### config.mk
export PLATFORM = sky130hd
export DESIGN_NAME = tbdv_isqrt
export DESIGN_NICKNAME = d
export VERILOG_FILES = /design/src/sv/tbdv_isqrt.sv
export SDC_FILE = /design/constraint.sdc
export NUM_CORES = 2
export LEC_CHECK = 0
export BUFFER_PORTS_ARGS = -buffer_cell sky130_fd_sc_hd__buf_4
export CORE_ASPECT_RATIO = 0.9
export CORE_UTILIZATION = 63
export CTS_BUF_LIST = sky130_fd_sc_hd__clkbuf_16
export CTS_CLUSTER_SIZE = 12
export DETAILED_ROUTE_END_ITERATION = 8
export GPL_TIMING_DRIVEN = 1
export PLACE_DENSITY = 0.88
export REMOVE_ABC_BUFFERS = 1
export SYNTH_ARGS = -nofsm -noshare
export SYNTH_HDL_FRONTEND = slang
export SYNTH_SLANG_ARGS = --single-unit
### constraint.sdc
create_clock -name clk -period 4.7 [get_ports clk]
set_input_delay 0.47 -clock clk [delete_from_list [all_inputs] [get_ports clk]]
set_output_delay 0.47 -clock clk [all_outputs]
set_load 0.05 [all_outputs]
### src/sv/tbdv_isqrt.sv
// pipelined integer square root, one root bit per stage, then root-only hold stages
// no dependencies
`timescale 1ns / 1ps

module tbdv_isqrt #(
  parameter int VW = 50,
  parameter int DEPTH = 25
) (
  input  logic              clk,
  input  logic [DEPTH-1:0]  en,
  input  logic [VW-1:0]     val,
  output logic [VW/2-1:0]   root
);

  localparam int RW = VW / 2;

  logic [RW+1:0] rem_r  [RW];
  logic [VW-1:0] val_r  [RW];
  logic [RW-1:0] root_r [DEPTH];

  for (genvar k = 0; k < DEPTH; k++) begin : g_stage
    if (k < RW) begin : g_step
      logic [RW+1:0] rem_in;
      logic [RW+1:0] rem_sh;
      logic [RW+1:0] trial;
      logic [RW-1:0] root_in;
      logic [VW-1:0] val_in;

      if (k == 0) begin : g_first
        assign rem_in  = '0;
        assign root_in = '0;
        assign val_in  = val;
      end else begin : g_next
        assign rem_in  = rem_r[k-1];
        assign root_in = root_r[k-1];
        assign val_in  = val_r[k-1];
      end

      // remainder stays below 2^RW before the shift
      assign rem_sh = {rem_in[RW-1:0], val_in[VW-1:VW-2]};
      assign trial  = {root_in, 2'b01};

      always_ff @(posedge clk) begin
        if (en[k]) begin
          if (rem_sh >= trial) begin
            rem_r[k]  <= rem_sh - trial;
            root_r[k] <= {root_in[RW-2:0], 1'b1};
          end else begin
            rem_r[k]  <= rem_sh;
            root_r[k] <= {root_in[RW-2:0], 1'b0};
          end
          val_r[k] <= {val_in[VW-3:0], 2'b00};
        end
      end
    end else begin : g_hold
      always_ff @(posedge clk) begin
        if (en[k]) begin
          root_r[k] <= root_r[k-1];
        end
      end
    end
  end

  assign root = root_r[DEPTH-1];

endmodule

; After elaboration in Yosys (flattened, before gate mapping)
; Memory sizes are Yosys's and may differ from the RTL's.
; Cells that the tools add are included.
[word_totals]
register_bits = 0
ramBits = 2500
in_bits = 76
out_inout_bits = 25
elab_cells = 353
mem_count = 3
[mem_list]
columns = name, depth, word_bits, read_ports, rd_ports_with_merged_regs, write_ports, line_no
row1 = val_r, 25, 48, 24, 0, 25, 18  ; logic [VW-1:0] val_r [RW];
row2 = rem_r, 25, 27, 24, 0, 25, 17  ; logic [RW+1:0] rem_r [RW];
row3 = root_r, 25, 25, 25, 0, 25, 19  ; logic [RW-1:0] root_r [DEPTH];
[op_classes]
add_sub_neg = 25
n_lt_le_gt_ge = 25
muxes = 250
bitwise_logic = 50
[op_table]
columns = op, count
row1 = $mux 27, 25
row2 = $ge 27x27->1, 24
row3 = $sub 27x27->27, 24
row4 = $mux 25, 25
row5 = $mux 1, 200
row6 = $or 1x1->1, 50
row7 = $sub 2x1->3 const B, 1
row8 = $ge 2x1->1 const B, 1

; Logic depth before layout (Yosys ltp)
; An unclocked memory read counts as a cell.
[depth]
ltp_word = 6
mapped_depth = 13
depth_no_buf = 12

; Worst setup path before layout
; No wires, ideal clock.
[synth_path]
kind = flip-flop to flip-flop
from = memory rem_r[2][61] (netlist bit)
to = memory rem_r[2][99] (netlist bit) (data pin)
arrival_ns = 3.025
t_required_ns = 4.440
slack_ns = 1.415
path_stages_with_launch = 10
path_cell_list = edfxtp_1 > ha_1 > clkbuf_1 > inv_1 > or3_1 > o2111ai_1 > nand2_1 > o31ai_1 > clkbuf_1 > mux2_2
[synth_lines]
columns = element, line_no
row1 = from (decl), 17

==> flow_summary.toml <==
[global_routing]
gr-usage-met1_pct = 35.8
grt_use_met2_pct = 44.7
antenna_found_initial = 2
grt_overflow_total = 0
grt_max_degree = 75
grtUsageTotal_pct = 27.1
grt_pass1_wl_um = 239000
grt_pass1_vias = 43600
busiest_layer = "met2"
grt_use_met3_pct = 5.31

[floorplan]
num_io_pins = 101
rows = 115
dieArea_um2 = 112000
fp.dieW_um = 352
die_height_um = 317
initial_utilization_pct = 63.6
core_um2 = 109000

[worst_setup_path]
crit_family = "compound AO/OA/AOI/OAI gates"
worstSetupStartpointType = "register"
path_cells = "ha_1, o21ai_0, a22oi_1, a221oi_1, a211oi_1, o21ai_0, o21a_1, inv_2, mux2_2"
crit_arrival_ps = 4510
critPathKind = "register to register"
cpMostUsedCell = "o21ai_0"
max_stage_delay_ps = 520
worstPathRequired_ps = 5200
cp_slowest_cell = "a22oi_1"
cp_max_fo = 28
endpoint_kind = "register"
path_buf_inv = 1

[route]
postRouteAntennaNets = 0
routed_wl_um = 153000
drc = 0
avgViaCountPerCell = 6.22
wl_per_cell_um = 21.4
drtIter0Drc = 5083
first_pass_iters = 8
vias = 44200

[clock_network]
clock_sinks = 1493
cts_buffers = 153
clock_latency_ps = 780
htree_levels = 4
clkTransAtPathRegs_ps = 60
cts_buffer_depth = 3
cts_root_buf = "clkbuf_16"
cts_tree = "done"
postCtsSetupBuffers = 0

[synth]
async_flop_share_pct = 0
synth_warnings = 0
synth-edff-count = 1492
syn_inst = 5339
ys_types = 80
seq_area_frac_synth_pct = 64.4
synthesis.area_um2 = 69600
synthFlopType = "edfxtp_1"
synth.avg_cell_area_um2 = 13.0
synth_seq_cells = 1493

[layout]
final_cell_mix = "edfxtp_1, inv_1, ha_1"
drive_above_1_share_pct = 8.56
final_design_area_no_fill_um2 = 77200
area_growth_pct = 10.9
final_common_cell = "edfxtp_1"
nets = 5995

[sta]
tns_ps = 0
setup-violations-final = 0
relSlewSlack_pct = 15.7
fmax_ghz = 0.249
period_share_pct = 85.3
grt_setup_unrepaired = "false"
finalMaxSlewViolations = 0
skew_ps = 48.8
period_needed_ps = 4010
worst-slew-pin-transition_ps = 1250
hold_viol_final = 0

[placed_design]
io_buffers = 100
place_hpwl_um = 98800
gp_congestion = 0.956
dpl_cell_area_um2 = 72100

[pwr]
ir_worst_vdd_uv = 405
powerDensity_nw_per_um2 = 480
cellLeakagePower_uw = 0.0296

[flow_run]
max_cap_violations = 0

[worst_hold_path]
worstHoldPathType = "primary input to register"

[run_status]
outcome = "finished, final reports clean"
per-layer routing:
layer | wire [µm] | share of wire, %
met5 | 34 | 0.022
met3 | 12900 | 8.5
met1 | 60800 | 40
met2 | 73800 | 48
met4 | 5010 | 3.3
state kept, by name (all words and copies together), names as in the netlist:
register / flops
rem_r: 568
root_r: 325
val_r: 600
Yosys cell counts (all sizes together) (13+ instances only):
| master | count | area share [%] |
|---|---|---|
| a21o | 107 | 1.2 |
| nor2 | 298 | 1.6 |
| nand2 | 330 | 1.8 |
| nand3b | 14 | 0.15 |
| a31oi | 25 | 0.22 |
| a211oi | 25 | 0.27 |
| xor2 | 201 | 2.5 |
| or4 | 25 | 0.28 |
| nor3 | 147 | 1.1 |
| or2 | 31 | 0.28 |
| o31ai | 29 | 0.32 |
| o21a | 79 | 0.85 |
| nand2b | 66 | 0.59 |
| and2 | 28 | 0.25 |
| o211ai | 26 | 0.28 |
| nand3 | 120 | 0.86 |
| nor4 | 67 | 0.63 |
| a211o | 14 | 0.18 |
| or3 | 48 | 0.44 |
| edfxtp | 1492 | 64 |
| clkbuf | 105 | 0.57 |
| mux2 | 90 | 1.5 |
| a21oi | 296 | 2.1 |
| mux2i | 13 | 0.19 |
| inv | 445 | 2.4 |
| ha | 352 | 6.3 |
| nor2b | 46 | 0.41 |
| and3 | 22 | 0.20 |
| nor4b | 16 | 0.20 |
| o21ai | 275 | 2.0 |
| xnor2 | 252 | 3.2 |
| o21bai | 30 | 0.32 |
| nand4 | 59 | 0.53 |
power breakdown:
part | switching [µW] | internal [µW]
Sequential | 1060 | 16800
Clock | 5160 | 6310
Combinational | 4410 | 3280
stage by stage:
step | power (µW) | cells | hold slack (ps) | worst slack, ps | util, %
6_report | 37000 | 7117 | 148 | 692 | 70.5
5_1_grt | 38500 | 7117 | 145 | 534 | 70.5
4_1_cts | 36900 | 7116 | 18.6 | 808 | 70.5
3_5_place_dp | 25400 | 6824 | 405 | 900 | 65.9
3_3_place_gp | 25100 | 6824 | 400 | 1060 | 65.9
2_1_floorplan | 23200 | 5223 | 400 | 94.6 | -
final timing paths:
check / from / to / cells after the start / slack, ps
hold reg to reg: val_r[1][324] / val_r[1][374] / 0 / 410
hold / removal: en[24] / root_r[1][220] / 1 / 150
setup / recovery: rem_r[2][27] / rem_r[2][58] / 9 / 690
setup reg to reg: rem_r[2][27] / rem_r[2][58] / 9 / 690
logic make-up after synthesis:
family	count (synthesis)	synth area share [%]
DFF	1493	64.4
adders and majority gates	352	6.32
and+or+nand+nor	1366	9.90
buffers and inverters	561	3.04
xor gates and xnor gates	453	5.70
muxes	103	1.64
AOI/OAI and AO/OA	1011	9.04
final cells by class:
class	instances	area, µm²
diodes	1	2.50
clock buffers	155	3880
clock inverters	87	732
fillers	6604	32300
inverters	445	1670
multi-input cells	3285	22800
flip-flops and latches	1493	44800
well taps	1462	1830
repair buffers	189	1540
what timing repair did:
action / CTS / global route
hold buffers: 50 / 0
gates resized for setup: 0 / 0
endpoints found under the hold margin: 50 / 0
No activity file was read; power rests on OpenSTA's default activity.
