==> src/sv/tbdv_pkg.sv <==
// shared types and constants for the triangle barycentric dual volume pipeline
// no dependencies
`timescale 1ns / 1ps

package tbdv_pkg;

  localparam int COORD_W = 24;
  localparam int LEN_W = 26;
  localparam int AREA_W = 40;
  localparam int FRAC_BITS_DEF = 16;
  // bits resolved per stage in the divide-by-three units
  localparam int DIV_CH = 8;
  localparam logic [AREA_W-1:0] AREA_MAX = {AREA_W{1'b1}};

  typedef struct packed {
    logic signed [COORD_W-1:0] vertex0_x;
    logic signed [COORD_W-1:0] vertex0_y;
    logic signed [COORD_W-1:0] vertex0_z;
    logic signed [COORD_W-1:0] vertex1_x;
    logic signed [COORD_W-1:0] vertex1_y;
    logic signed [COORD_W-1:0] vertex1_z;
    logic signed [COORD_W-1:0] vertex2_x;
    logic signed [COORD_W-1:0] vertex2_y;
    logic signed [COORD_W-1:0] vertex2_z;
  } tbdv_in_t;

  typedef struct packed {
    logic signed [COORD_W-1:0] center_x;
    logic signed [COORD_W-1:0] center_y;
    logic signed [COORD_W-1:0] center_z;
    logic [LEN_W-1:0]          edge_len0;
    logic [LEN_W-1:0]          edge_len1;
    logic [LEN_W-1:0]          edge_len2;
    logic [LEN_W-1:0]          dual_len0;
    logic [LEN_W-1:0]          dual_len1;
    logic [LEN_W-1:0]          dual_len2;
    logic [AREA_W-1:0]         cell_area0;
    logic [AREA_W-1:0]         cell_area1;
    logic [AREA_W-1:0]         cell_area2;
  } tbdv_out_t;

endpackage

==> src/sv/tbdv_div3.sv <==
// pipelined floor division by three, a fixed chunk of dividend bits per stage
// depends on tbdv_pkg
`timescale 1ns / 1ps

module tbdv_div3
  import tbdv_pkg::*;
#(
  parameter int W = 26,
  parameter int DEPTH = 4
) (
  input  logic             clk,
  input  logic [DEPTH-1:0] en,
  input  logic [W-1:0]     x,
  output logic [W-1:0]     q
);

  localparam int NS = (W + DIV_CH - 1) / DIV_CH;
  localparam int WP = NS * DIV_CH;
  localparam logic [2:0] DIVISOR = 3'd3;

  logic [1:0]    rem_r [NS];
  logic [WP-1:0] x_r   [NS];
  logic [WP-1:0] q_r   [DEPTH];

  for (genvar k = 0; k < DEPTH; k++) begin : g_stage
    if (k < NS) begin : g_step
      logic [1:0]    rem_in;
      logic [WP-1:0] x_in;
      logic [WP-1:0] q_in;
      logic [1:0]    rem_nxt;
      logic [WP-1:0] x_nxt;
      logic [WP-1:0] q_nxt;

      if (k == 0) begin : g_first
        assign rem_in = '0;
        assign x_in   = WP'(x);
        assign q_in   = '0;
      end else begin : g_next
        assign rem_in = rem_r[k-1];
        assign x_in   = x_r[k-1];
        assign q_in   = q_r[k-1];
      end

      always_comb begin
        logic [1:0]    r;
        logic [2:0]    t;
        logic [WP-1:0] xx;
        logic [WP-1:0] qq;
        r  = rem_in;
        xx = x_in;
        qq = q_in;
        for (int j = 0; j < DIV_CH; j++) begin
          t  = {r, xx[WP-1]};
          xx = {xx[WP-2:0], 1'b0};
          if (t >= DIVISOR) begin
            t  = t - DIVISOR;
            qq = {qq[WP-2:0], 1'b1};
          end else begin
            qq = {qq[WP-2:0], 1'b0};
          end
          r = t[1:0];
        end
        rem_nxt = r;
        x_nxt   = xx;
        q_nxt   = qq;
      end

      always_ff @(posedge clk) begin
        if (en[k]) begin
          rem_r[k] <= rem_nxt;
          x_r[k]   <= x_nxt;
          q_r[k]   <= q_nxt;
        end
      end
    end else begin : g_hold
      always_ff @(posedge clk) begin
        if (en[k]) begin
          q_r[k] <= q_r[k-1];
        end
      end
    end
  end

  assign q = q_r[DEPTH-1][W-1:0];

endmodule

==> config.mk <==
export PLATFORM = sky130hd
export DESIGN_NAME = tbdv_div3
export DESIGN_NICKNAME = d
export VERILOG_FILES = /design/src/sv/tbdv_pkg.sv /design/src/sv/tbdv_div3.sv
export SDC_FILE = /design/constraint.sdc
export NUM_CORES = 1
export LEC_CHECK = 0
export BUFFER_PORTS_ARGS = -buffer_cell sky130_fd_sc_hd__buf_2
export CORE_MARGIN = 5
export CORE_UTILIZATION = 38
export CTS_BUF_LIST = sky130_fd_sc_hd__clkbuf_4
export CTS_CLUSTER_DIAMETER = 150
export CTS_CLUSTER_SIZE = 12
export DETAILED_ROUTE_END_ITERATION = 10
export PLACE_DENSITY = 0.65
export SETUP_SLACK_MARGIN = 0.4
export SYNTH_ARGS = -nofsm -noshare
export SYNTH_HDL_FRONTEND = slang
export SYNTH_SLANG_ARGS = --single-unit
==> constraint.sdc <==
create_clock -name clk -period 8.5 [get_ports clk]
set_input_delay 1.275 -clock clk [delete_from_list [all_inputs] [get_ports clk]]
set_output_delay 1.275 -clock clk [all_outputs]
set_load 0.02 [all_outputs]
=== Word level (Yosys, flattened, before mapping) ===
Memory sizes are Yosys's and may differ from the RTL's.
Index checks and enable logic that the tools add are counted.

* Output and inout bits: 26
* Input port bits: 31
* Memories: 3
* Register bits after elaboration: 0
* Logic and storage cells: 115
* Memory bits (writable): 232
* Latch bits: 0
* Bits in read-only memories: 0

* $add $sub $neg: 26
* Divide/modulo/power cells: 0
* Reductions and logical operators: 0
* Multiplexer cells: 60
* Eq/ne operators: 0
* Shift operators: 0
* Multipliers: 0
* Bitwise logic cells: 0
* $lt $le $gt $ge: 26

{| class="wikitable"
|+ Memory list
! name !! words !! bits a word !! read ports !! clocked after memory_dff !! wr ports !! RTL line !! RTL
|-
| q_r || 4 || 32 || 4 || 0 || 4 || tbdv_div3.sv:23 || <nowiki>logic [WP-1:0] q_r [DEPTH];</nowiki>
|-
| x_r || 4 || 24 || 3 || 0 || 4 || tbdv_div3.sv:22 || <nowiki>logic [WP-1:0] x_r [NS];</nowiki>
|-
| rem_r || 4 || 2 || 3 || 0 || 4 || tbdv_div3.sv:21 || <nowiki>logic [1:0] rem_r [NS];</nowiki>
|}

{| class="wikitable"
|+ Operators by type and width
! operator !! number
|-
| $ge A3 B2 Y1 const B || 25
|-
| $mux W2 || 26
|-
| $sub A2 B2 Y2 const B || 25
|-
| $mux W1 || 34
|-
| $ge A1 B2 Y1 const B || 1
|-
| $sub A1 B2 Y2 const B || 1
|}

=== Logic depth before layout (Yosys ltp) ===
Gate-level depths: netlist of the first run.
An unclocked memory read counts as a cell.

* Depth after elaboration: 17
* Depth in mapped cells: 40
* Gate-level depth less buffers: 39

=== Worst setup path before layout of the first run ===
No wires, ideal clock.

* Path type: register -> register
* Start: memory rem_r[1][0]
* End: memory rem_r[2][1], data pin
* Slack: 581 ps
* Data arrival time: 7664 ps
* Stages on the path, launching flop included: 40
* Data required time: 8244 ps
* Setup time: 256 ps
* Period minus slack after synthesis: 7919 ps
* Path buffers: 1
* Cells stage by stage: edfxtp_1 -> ha_1 -> nor3_1 -> a21oi_1 -> ha_1 -> or3_1 -> o22ai_1 -> a21oi_1 -> ha_1 -> a21oi_1 -> o22ai_4 -> ha_1 -> or2_2 -> a2bb2oi_2 -> or2_4 -> a21oi_1 -> ha_1 -> nor2_1 -> [... 4 more ...] -> ha_1 -> a21oi_1 -> o211ai_1 -> a21oi_1 -> or2_2 -> clkbuf_1 -> nand3_1 -> o21ai_0 -> ha_1 -> inv_1 -> nand2_1 -> mux2i_1 -> a221o_1 -> ha_1 -> or4b_2 -> a31oi_1 -> a41oi_1 -> o211a_1

{| class="wikitable"
|+ RTL lines
! item !! RTL line
|-
| from (decl) || tbdv_div3.sv:21
|}

==> metrics.md, run 1 <==
| Metric | Value |
|---|---|
| Ant diodes | 0 |
| CTS buffer count | 9 |
| Max Clock Skew | 25.0 ps |
| Post-Route WL | between 10,000 and 15,000 µm |
| I/O Pins | between 50 and 60 |
| Clk Latency, worst-skew pair | 500 ps |
| Dpl cells | about 670 |
| Combinational power share | 49.9% |
| Total design power | 2.01 mW |
| Asr flop ratio synth | 0% |
| CTS Hold Bufs | 0 |
| Nets | around 570 |
| Port Buffers | between 50 and 60 |
| Sequential fraction of the synthesis area | 58.0% |
| Die area | 16,900 µm² |
| Hpwl dp | a little over 7000 µm |
| Core Box Area | about 14,000 µm² |
| Delay of the slowest critical-path stage | 600 ps |
| H-tree Lvls | 3 |
| Final ANT Viol Nets | 0 |
| Met1 WL | about 4500 µm |
| Setup tns final | 0 ps |
| Max_slew headroom | a little over half |
| Clock sink count | ~110 |
| Fillers | between 1,000 and 1,500 |
| PD cells | 317 nW/µm² |
| Worst Setup SP | rem_r[1][0] |
| Share of post-route cells with drive strength above 1 | 28.3% |
| Reg2reg setup slack | roughly 760 ps |
| Die height | between 100 and 150 µm |
| Clock Tree Root | clkbuf_4 |
| Fmax | approximately 130 MHz |
| Mapped Area | around 5500 µm² |
| Synthesis Warnings | 0 |
| Vias in the first global route | around 3,400 |
| Crit path top cell by count | ha_2 |
| Slew Limit Fails | 0 |
| Critical path data arrival time | approximately 8000 ps |
| Antenna violations before repair | 0 |
| Net Sw Power | 781 µW |
| Synthesized netlist cell count | 440 |
| Iteration-0 DRC Markers | 220 |
| First-pass GRT wire length | ~16,000 µm |
| Tcrit/Tclk final | roughly 91% |
| Worst slew pin tran | ~700 ps |
| Max VDD drop | between 90 and 100 µV |
| Synth Flop Type | edfxtp_1 |
| Highest routed metal layer | met4 |
| #FFs+latches synth | between 100 and 150 |
| GRT Residual Overflow | 0 |
| GRT Total Usage | between 10% and 20% |
| WP data required | between 8000 and 9000 ps |
| Area grow syn2layout | 15.9% |
| Critical path startpoint category | flop |
| Worst r2r path cells | 39 |
| Routed length per instance | around 15 µm |
| Critical path endpoint | rem_r[2][1] |
| Met3 wire len | 565 µm |
| Clock power frac | around an eighth |
| Slowest-stage cell, CP | or4b_2 |
| Vias/cell | around 5.4 |
| Die Span X | 130 µm |
| Switching Share | 38.8% |
| Critical path fanouts, max | 7 |
| Final Non-Filler Cells | 700 |
| Pint | ~1.2 mW |
| Syn nets | a little under 500 |
| CTS clk-pin slew, worst paths | 190 ps |
| Post-synth EDFFs | ~110 |
| Worst r2r dst | rem_r[2][1] |
| Vias post-DR | about 3,800 |
| Starting Density | roughly two fifths |
| Setup crit end kind | flop |
| CTS tree | built |
| Worst Hold Class | flop to flop |
| Mean Syn Cell Area | ~12 µm² |
| Library cells used by synthesis | between 70 and 80 |
| Global placement routability congestion | ~0.85 |
| Leak Pwr | between 2 and 2.5 nW |
| Number of max-cap violations | 0 |
| Tmin final | between 7000 and 8000 ps |
| Std cell rows | 44 |
| Final hold vios | 0 |
| Clock Path Buffers | 2 |
| Worst setup path category | flop to flop |
| Flop pwr share | a little under two fifths |
| Metal2 WL | 5360 µm |
| Router iterations before antenna repair | 4 |
| Setup Viol. Count Final | 0 |
| Largest net degree at the start of global routing | 28 |
| Reg-to-reg startpoint | rem_r[1][0] |
| Status | finished, final reports clean |
| Drc violations | 0 |
| Unrepaired setup endpoints after global routing | false |
[cell usage in the layout, fill, tap and decap left out, types with 5 or more instances in the layout]
master    Yosys  routed
inv_1        16      16
a21oi_2       0       5
or3_1         9       8
edfxtp_1    106     106
mux2i_1       9       8
nor2_1       36      36
nand2_1      29      28
a21oi_1      24      18
ha_2          0       7
nand3_1       6       6
o21ai_0      13      10
clkbuf_4      0       9
buf_2         2      55
nor3b_1       7       7
a21o_1        5       5
o21bai_1      5       5
nor3_1       11       9
nand3b_1      5       5
buf_4         1      18
nand2b_1     10      10
ha_1         23      14
or2_2         8       7
nor2b_1      10      10
[timing repair]
| item | 4_1_cts | 5_1_grt |
|---|---|---|
| gates resized for setup | 5 | 31 |
| pin swaps | 0 | 5 |
| setup buffers | 3 | 14 |
| setup endpoints to repair | 3 | 7 |
[worst min-delay path by stage]
| stage | depth (start not counted) | startpoint | slack, ps | end |
|---|---|---|---|---|
| floorplan | 0 | q_r[0][0] | 400 | q_r[1][8] |
| global placement | 0 | q_r[1][6] | 400 | q_r[2][14] |
| detailed placement | 0 | q_r[2][5] | 400 | q_r[3][13] |
| CTS | 0 | q_r[2][5] | 430 | q_r[3][13] |
| global route | 0 | q_r[2][13] | 440 | q_r[3][21] |
| finish | 0 | q_r[1][7] | 420 | q_r[2][15] |
[layout make-up]
type | count | area [µm²] | area share, %
sequential | 106 | 3180 | 50.0
timing repair buffer | 73 | 410 | 6.45
multi-input combinational | 304 | 2340 | 36.7
tap | 184 | 230 | 3.62
inverter | 17 | 66.3 | 1.04
clock buffer | 9 | 67.6 | 1.06
clock inverter | 7 | 66.3 | 1.04
[through the flow]
| step | worst slack, ps | hold WS (ps) | cell area (µm²) | util, % |
|---|---|---|---|---|
| after floorplan | 581 | 400 | 5490 | - |
| after global placement | 444 | 401 | 5940 | 41.4 |
| after detailed placement | 14.1 | 405 | 5940 | 41.4 |
| after CTS | 417 | 427 | 6120 | 42.6 |
| after global routing | 284 | 442 | 6360 | 44.3 |
| final | 762 | 421 | 6360 | 44.3 |
[critical path: cells and delay by family (launching register included)]
kind            cells  cell delay, ps
compound gates     16            2720
simple gates       11            2240
fa+ha+maj           8            1790
flops               1             440
buf+inv             3             250
mux                 1              70
[cells in the mapped netlist, drive strengths merged, types with 11 or more instances]
library cell | count | area share (%)
o21ai | 14 | 1.5
nor3 | 11 | 1.0
edfxtp | 106 | 58
ha | 23 | 5.2
a21oi | 24 | 2.2
mux2i | 11 | 2.3
nand2 | 29 | 2.0
inv | 17 | 1.2
nor2 | 36 | 2.5
[logic make-up after synthesis]
group,after synthesis,share of synthesized area [%]
AO/OA/AOI/OAI,117,17.1
adder cells (fa/ha/maj),23,5.24
buffers and inverters,30,2.23
flip-flops,106,58.0
multiplexers,13,2.71
other,1,0.0683
AND/OR/NAND/NOR,150,14.6
[metal layers]
layer	vias up	GRT usage, %
li1	1868	-
met1	1795	15.2
met2	101	21.0
met3	17	2.91
met4	0	4.89
met5	-	0
[registers in the layout (all words and copies together), names as in the netlist]
signal / count
rem_r: 6
q_r: 52
x_r: 48
[power by group through the flow]
| stage | registers, mW | clock network [mW] | logic [mW] |
|---|---|---|---|
| floorplan | 0.790 | 0 | 0.650 |
| global placement | 0.760 | 0 | 0.831 |
| detailed placement | 0.766 | 0 | 0.864 |
| CTS | 0.751 | 0.268 | 0.888 |
| global route | 0.762 | 0.287 | 1.11 |
| finish | 0.751 | 0.258 | 1.01 |
No activity file was read; power rests on OpenSTA's default activity.
==> run 2, diff against run 1 <==
--- a/config.mk
+++ b/config.mk
@@ -8,10 +8,10 @@
 export BUFFER_PORTS_ARGS = -buffer_cell sky130_fd_sc_hd__buf_2
 export CORE_MARGIN = 5
-export CORE_UTILIZATION = 38
+export CORE_UTILIZATION = 25
 export CTS_BUF_LIST = sky130_fd_sc_hd__clkbuf_4
 export CTS_CLUSTER_DIAMETER = 150
 export CTS_CLUSTER_SIZE = 12
 export DETAILED_ROUTE_END_ITERATION = 10
-export PLACE_DENSITY = 0.65
+export PLACE_DENSITY = 0.49
 export SETUP_SLACK_MARGIN = 0.4
 export SYNTH_ARGS = -nofsm -noshare
==> constraint.sdc (replaced) <==
create_clock -name clk -period 8.5 [get_ports clk]
set_input_delay 0.425 -clock clk [delete_from_list [all_inputs] [get_ports clk]]
set_output_delay 0.425 -clock clk [all_outputs]
set_load 0.05 [all_outputs]
==> metrics.md, run 2 (synthesis results as in run 1) <==
| Metric | Value |
|---|---|
| CTS Hold Bufs | 0 (unchanged) |
| Top flop regs | q_r: 52 flops, x_r: 48 flops, rem_r: 6 flops |
| Hpwl dp | 7670 µm (+7.4%) |
| Clk Latency, worst-skew pair | 470 ps (-30 ps) |
| Ant diodes | 0 (unchanged) |
| Area grow syn2layout | 20.0% |
| Die Span X | 158 µm (+22%) |
| Finished Core Util | 30.4% (-14 points) |
| Delay of the slowest critical-path stage | 600 ps (about the same) |
| Clock Path Buffers | 2 (unchanged) |
| Top reg by flops | q_r |
| Total design power | 2.14 mW (+6.3%) |
| Post-Route WL | 11,200 µm (+5.6%) |
| First-pass GRT wire length | 18,000 µm (+10%) |
| Max_slew headroom | 53.5% (+0.53 points) |
| CTS tree | built |
| Largest net degree at the start of global routing | 28 (unchanged) |
| CTS buffer count | 9 (unchanged) |
| Status | finished, final reports clean |
| Worst slew pin tran | 698 ps (-8.01 ps) |
| H-tree Lvls | 3 (unchanged) |
| WP buf/inv | 3 (unchanged) |
| Iteration-0 DRC Markers | 239 (+8.6%) |
| Std cell rows | 54 (+23%) |
| Tmin final | 7730 ps (-7.99 ps) |
| Fin worst setup slack | 770 ps (+7.99 ps) |
| WP data required | 8750 ps (-20 ps) |
| Setup Viol. Count Final | 0 (unchanged) |
| Routed length per instance | 14.1 µm (-7.5%) |
| Die height | 158 µm (+22%) |
| Vias in the first global route | 3,731 (+9.6%) |
| Top cell family by delay on the critical path | compound AO/OA/AOI/OAI gates |
| Critical path data arrival time | 7980 ps (-30 ps) |
| Vias post-DR | 3,773 (-0.21%) |
| Final hold vios | 0 (unchanged) |
| Drc violations | 0 (unchanged) |
| Worst hold margin | 106 ps (-314 ps) |
| Unrepaired setup endpoints after global routing | true |
| Nets | 568 (+0.53%) |
| Clock Tree Root | clkbuf_4 |
| Critical path startpoint category | flop |
| Fmax | 129 MHz (+0.10%) |
| Grt met3 use | 2.35% (-0.56 points) |
| Crit path top cell by count | a21oi_2 |
| Die area | 25,000 µm² (+48%) |
| Setup crit end kind | flop |
| Max VDD drop | 70.6 µV (-25%) |
| Worst Hold Class | input pin to flop |
| Slew Limit Fails | 0 (unchanged) |
| Leak Pwr | 2.37 nW (+1.6%) |
| Worst slack, placed | -64.0 ps (-78.2 ps) |
| Critical path fanouts, max | 8 (+1) |
| Share of post-route cells with drive strength above 1 | 28.9% (+0.61 points) |
| Slowest-stage cell, CP | or4b_2 |
| Port Buffers | 55 (unchanged) |
| Commonest non-fill, non-tap cell in the layout | edfxtp_1 |
| Number of max-cap violations | 0 (unchanged) |
| PD cells | 325 nW/µm² (+2.6%) |
| Max reg flops | 52 (unchanged) |
| GRT Residual Overflow | 0 (unchanged) |
| Commonest non-fill, non-tap cells in the layout | edfxtp_1, buf_2, nor2_1, nand2_1, buf_4 |
| Antenna violations before repair | 0 (unchanged) |
| Worst setup path category | flop to flop |
| Final ANT Viol Nets | 0 (unchanged) |
| CTS clk-pin slew, worst paths | 170 ps (-20 ps) |
| Core Box Area | 21,700 µm² (+51%) |
| Starting Density | 25.3% (-13 points) |
| Tcrit/Tclk final | 90.9% (-0.094 points) |
| I/O Pins | 57 (unchanged) |
| Max Clock Skew | 17.2 ps (-7.83 ps) |
| Router iterations before antenna repair | 4 (unchanged) |
| GRT Total Usage | 9.00% (-3.3 points) |
| Clock sink count | 106 (unchanged) |
| Global placement routability congestion | 0.842 (-0.87%) |
| Vias/cell | 4.72 (-13%) |
| GR Layer Usage met1 | 10.4% (-4.8 points) |
| Most used routing layer | met2 |
| GR Layer Usage met2 | 16.2% (-4.8 points) |
run 2: power by group:
part | switching (mW) | internal (mW) | leakage (nW)
clock network | 0.177 | 0.152 | 0.0975
logic | 0.615 | 0.446 | 1.25
registers | 0.0429 | 0.708 | 1.02
run 2: repair_timing:
item | 4_1_cts | 5_1_grt
setup endpoints to repair | 3 | 7
resized for setup | 7 | 31
pin swaps | 2 | 5
buffers inserted | 4 | 16
run 2: worst paths after layout:
path / startpoint / endpoint / slack, ps / cells after the start
hold reg to reg: q_r[1][4] / q_r[2][12] / 430 / 0
setup / recovery: x_r[1][23] / rem_r[2][1] / 770 / 37
setup reg to reg: x_r[1][23] / rem_r[2][1] / 770 / 37
hold / removal: x[1] / x_r[0][1] / 110 / 1
run 2: through the flow:
| stage | TNS [ps] | instances | area, µm² |
|---|---|---|---|
| 6_report | 0 | 799 | 6590 |
| 5_1_grt | 0 | 799 | 6590 |
| 4_1_cts | 0 | 783 | 6310 |
| 3_5_place_dp | -66.6 | 763 | 6060 |
| 3_3_place_gp | 0 | 763 | 6060 |
| 2_1_floorplan | 0 | 440 | 5490 |
run 2: final cells by class:
| type | instances | area, µm² |
|---|---|---|
| clock inverter | 7 | 124 |
| inverter | 17 | 66.3 |
| clock buffer | 9 | 67.6 |
| tap | 280 | 350 |
| multi-input combinational | 304 | 2360 |
| fill | 2173 | 15100 |
| sequential | 106 | 3180 |
| timing repair buffer | 76 | 433 |
run 2: routing by layer:
layer	share of wire [%]	wire length [µm]
met2	53	6000
met3	4.4	492
met1	41	4610
met4	1.3	148
met5	0	0
==> run 3, diff against run 2 <==
- CAP_MARGIN: default -> 40
- RECOVER_POWER: default -> 25
==> metrics.md, run 3 (synthesis results as in run 1) <==
| Metric | Value |
|---|---|
| Status | finished, final reports clean |
| Dpl cells | 763 (unchanged) |
| Max reg flops | 52 (unchanged) |
| Nets | 568 (unchanged) |
| Port Buffers | 55 (unchanged) |
| Top flop regs | q_r: 52 flops, x_r: 48 flops, rem_r: 6 flops |
| I/O Pins | 57 (unchanged) |
| Slowest-stage cell, CP | or4b_2 |
| Die height | 158 µm (unchanged) |
| GRT Total Usage | 9.00% (unchanged) |
| GRT Residual Overflow | 0 (unchanged) |
| Number of max-cap violations | 0 (unchanged) |
| PD cells | 325 nW/µm² (about the same) |
| Setup crit end kind | flop |
| Flop pwr share | 35.1% (about the same) |
| Max_slew headroom | 53.5% (about the same) |
| CTS clk-pin slew, worst paths | 170 ps (about the same) |
| Share of post-route cells with drive strength above 1 | 27.9% (-0.96 points) |
| Critical path data arrival time | 7980 ps (about the same) |
| Antenna violations before repair | 0 (unchanged) |
| Net Sw Power | 835 µW (about the same) |
| Iteration-0 DRC Markers | 214 (-10%) |
| Switching Share | 39.0% (about the same) |
| Drc violations | 0 (unchanged) |
| CTS tree | built |
| Clock Tree Root | clkbuf_4 |
| Worst r2r dst | rem_r[2][1] |
| Top reg by flops | q_r |
| Post-Route WL | 11,200 µm (about the same) |
| Largest net degree at the start of global routing | 28 (unchanged) |
| Tcrit/Tclk final | 90.9% (about the same) |
| CTS buffer count | 9 (unchanged) |
| Pint | 1.31 mW (about the same) |
| Starting Density | 25.3% (unchanged) |
| Hpwl dp | 7670 µm (unchanged) |
| Vias post-DR | 3,762 (-0.29%) |
| Post-route cell area | 6580 µm² (about the same) |
| Setup tns final | 0 ps (unchanged) |
| Clock power frac | 15.4% (about the same) |
| Final ANT Viol Nets | 0 (unchanged) |
| Fmax | 129 MHz (about the same) |
| Crit path top cell by count | a21oi_2 |
| Global placement routability congestion | 0.842 (unchanged) |
| Critical path endpoint | rem_r[2][1] |
| Critical path startpoint category | flop |
| Reg-to-reg startpoint | x_r[1][23] |
| Final hold vios | 0 (unchanged) |
| Leak Pwr | 2.36 nW (-0.58%) |
| WP data required | 8750 ps (about the same) |
| Worst r2r path cells | 37 (unchanged) |
| Core Box Area | 21,700 µm² (unchanged) |
| Total design power | 2.14 mW (about the same) |
| Max Clock Skew | 17.2 ps (+0.000600 ps) |
| Die Span X | 158 µm (unchanged) |
| Combinational power share | 49.5% (about the same) |
| Router iterations before antenna repair | 4 (unchanged) |
| Area grow syn2layout | 19.9% (about the same) |
| First-pass GRT wire length | 18,000 µm (unchanged) |
| Slew Limit Fails | 0 (unchanged) |
| Vias/cell | 4.71 (-0.29%) |
| CTS Hold Bufs | 0 (unchanged) |
| Delay of the slowest critical-path stage | 600 ps (about the same) |
| Critical path fanouts, max | 8 (unchanged) |
| Max VDD drop | 70.7 µV (+0.15%) |
| Worst setup path category | flop to flop |
| Die area | 25,000 µm² (unchanged) |
| Commonest non-fill, non-tap cells in the layout | edfxtp_1, buf_2, nor2_1, nand2_1, buf_4 |
| Std cell rows | 54 (unchanged) |
| Setup Viol. Count Final | 0 (unchanged) |
| Area after DPL | 6060 µm² (unchanged) |
| Routed length per instance | 14.1 µm (about the same) |
| Worst slew pin tran | 698 ps (+0.289 ps) |
| Clock sink count | 106 (unchanged) |
| Clock Path Buffers | 2 (unchanged) |
| Worst Hold Class | input pin to flop |
| Commonest non-fill, non-tap cell in the layout | edfxtp_1 |
| H-tree Lvls | 3 (unchanged) |
| Final Non-Filler Cells | 799 (unchanged) |
| Worst Setup SP | x_r[1][23] |
| Ant diodes | 0 (unchanged) |
| Reg2reg setup slack | 770 ps (about the same) |
| Vias in the first global route | 3,731 (unchanged) |
| Unrepaired setup endpoints after global routing | true |
| Tmin final | 7730 ps (-1.28 ps) |
| Worst hold margin | 105 ps (-1.26 ps) |
| Clk Latency, worst-skew pair | 470 ps (about the same) |
-- run 3: layer usage --
layer	vias to the layer above	part of all wire, %	GRT usage, %
met5	-	0	0
met1	1809	41	10.4
met3	14	4.3	2.35
met2	67	53	16.2
met4	0	1.3	3.05
li1	1872	-	-
-- run 3: worst max-delay path, delay by kind of cell (launching register included) --
kind,cells,cell delay [ps]
AO/OA/AOI/OAI,16,2770
adder cells (fa/ha/maj),7,1470
buffers and inverters,3,360
flip-flops,1,430
multiplexers,2,180
AND/OR/NAND/NOR,9,2280
-- run 3: how the worst min path moves through the flow --
stage	startpoint	to	slack (ps)	cells after the start
2_1_floorplan	q_r[0][0]	q_r[1][8]	400	0
3_3_place_gp	x_r[1][8]	x_r[2][16]	400	0
3_5_place_dp	q_r[1][8]	q_r[2][16]	400	0
4_1_cts	x[1]	x_r[0][1]	40	1
5_1_grt	x[1]	x_r[0][1]	40	1
6_report	x[1]	x_r[0][1]	100	1
-- run 3: timing repair --
action                                  4_1_cts  5_1_grt
cloned                                        0        0
pin swaps                                     2        5
buffers inserted                              4       16
resized for setup                             7       31
endpoints found under the setup margin        3        7
-- run 3: cell type report --
cell class                 count  area [µm²]
inverter                      17        66.3
sequential                   106        3180
fill                        2175       15100
timing repair buffer          76         427
clock buffer                   9        67.6
clock inverter                 7         124
multi-input combinational    304        2360
tap                          280         350
-- run 3: power by group through the flow --
stage               Combinational, mW  Sequential [mW]  Clock (mW)
global placement                0.912            0.764           0
CTS                             0.970            0.752       0.346
global route                     1.17            0.763       0.367
detailed placement              0.938            0.767           0
floorplan                       0.650            0.858           0
finish                           1.06            0.751       0.329
-- run 3: metrics by stage --
stage	worst slack, ps	util, %
5_1_grt	304	30.3
2_1_floorplan	581	-
3_3_place_gp	409	28.0
3_5_place_dp	-64.0	28.0
6_report	771	30.3
4_1_cts	406	29.1
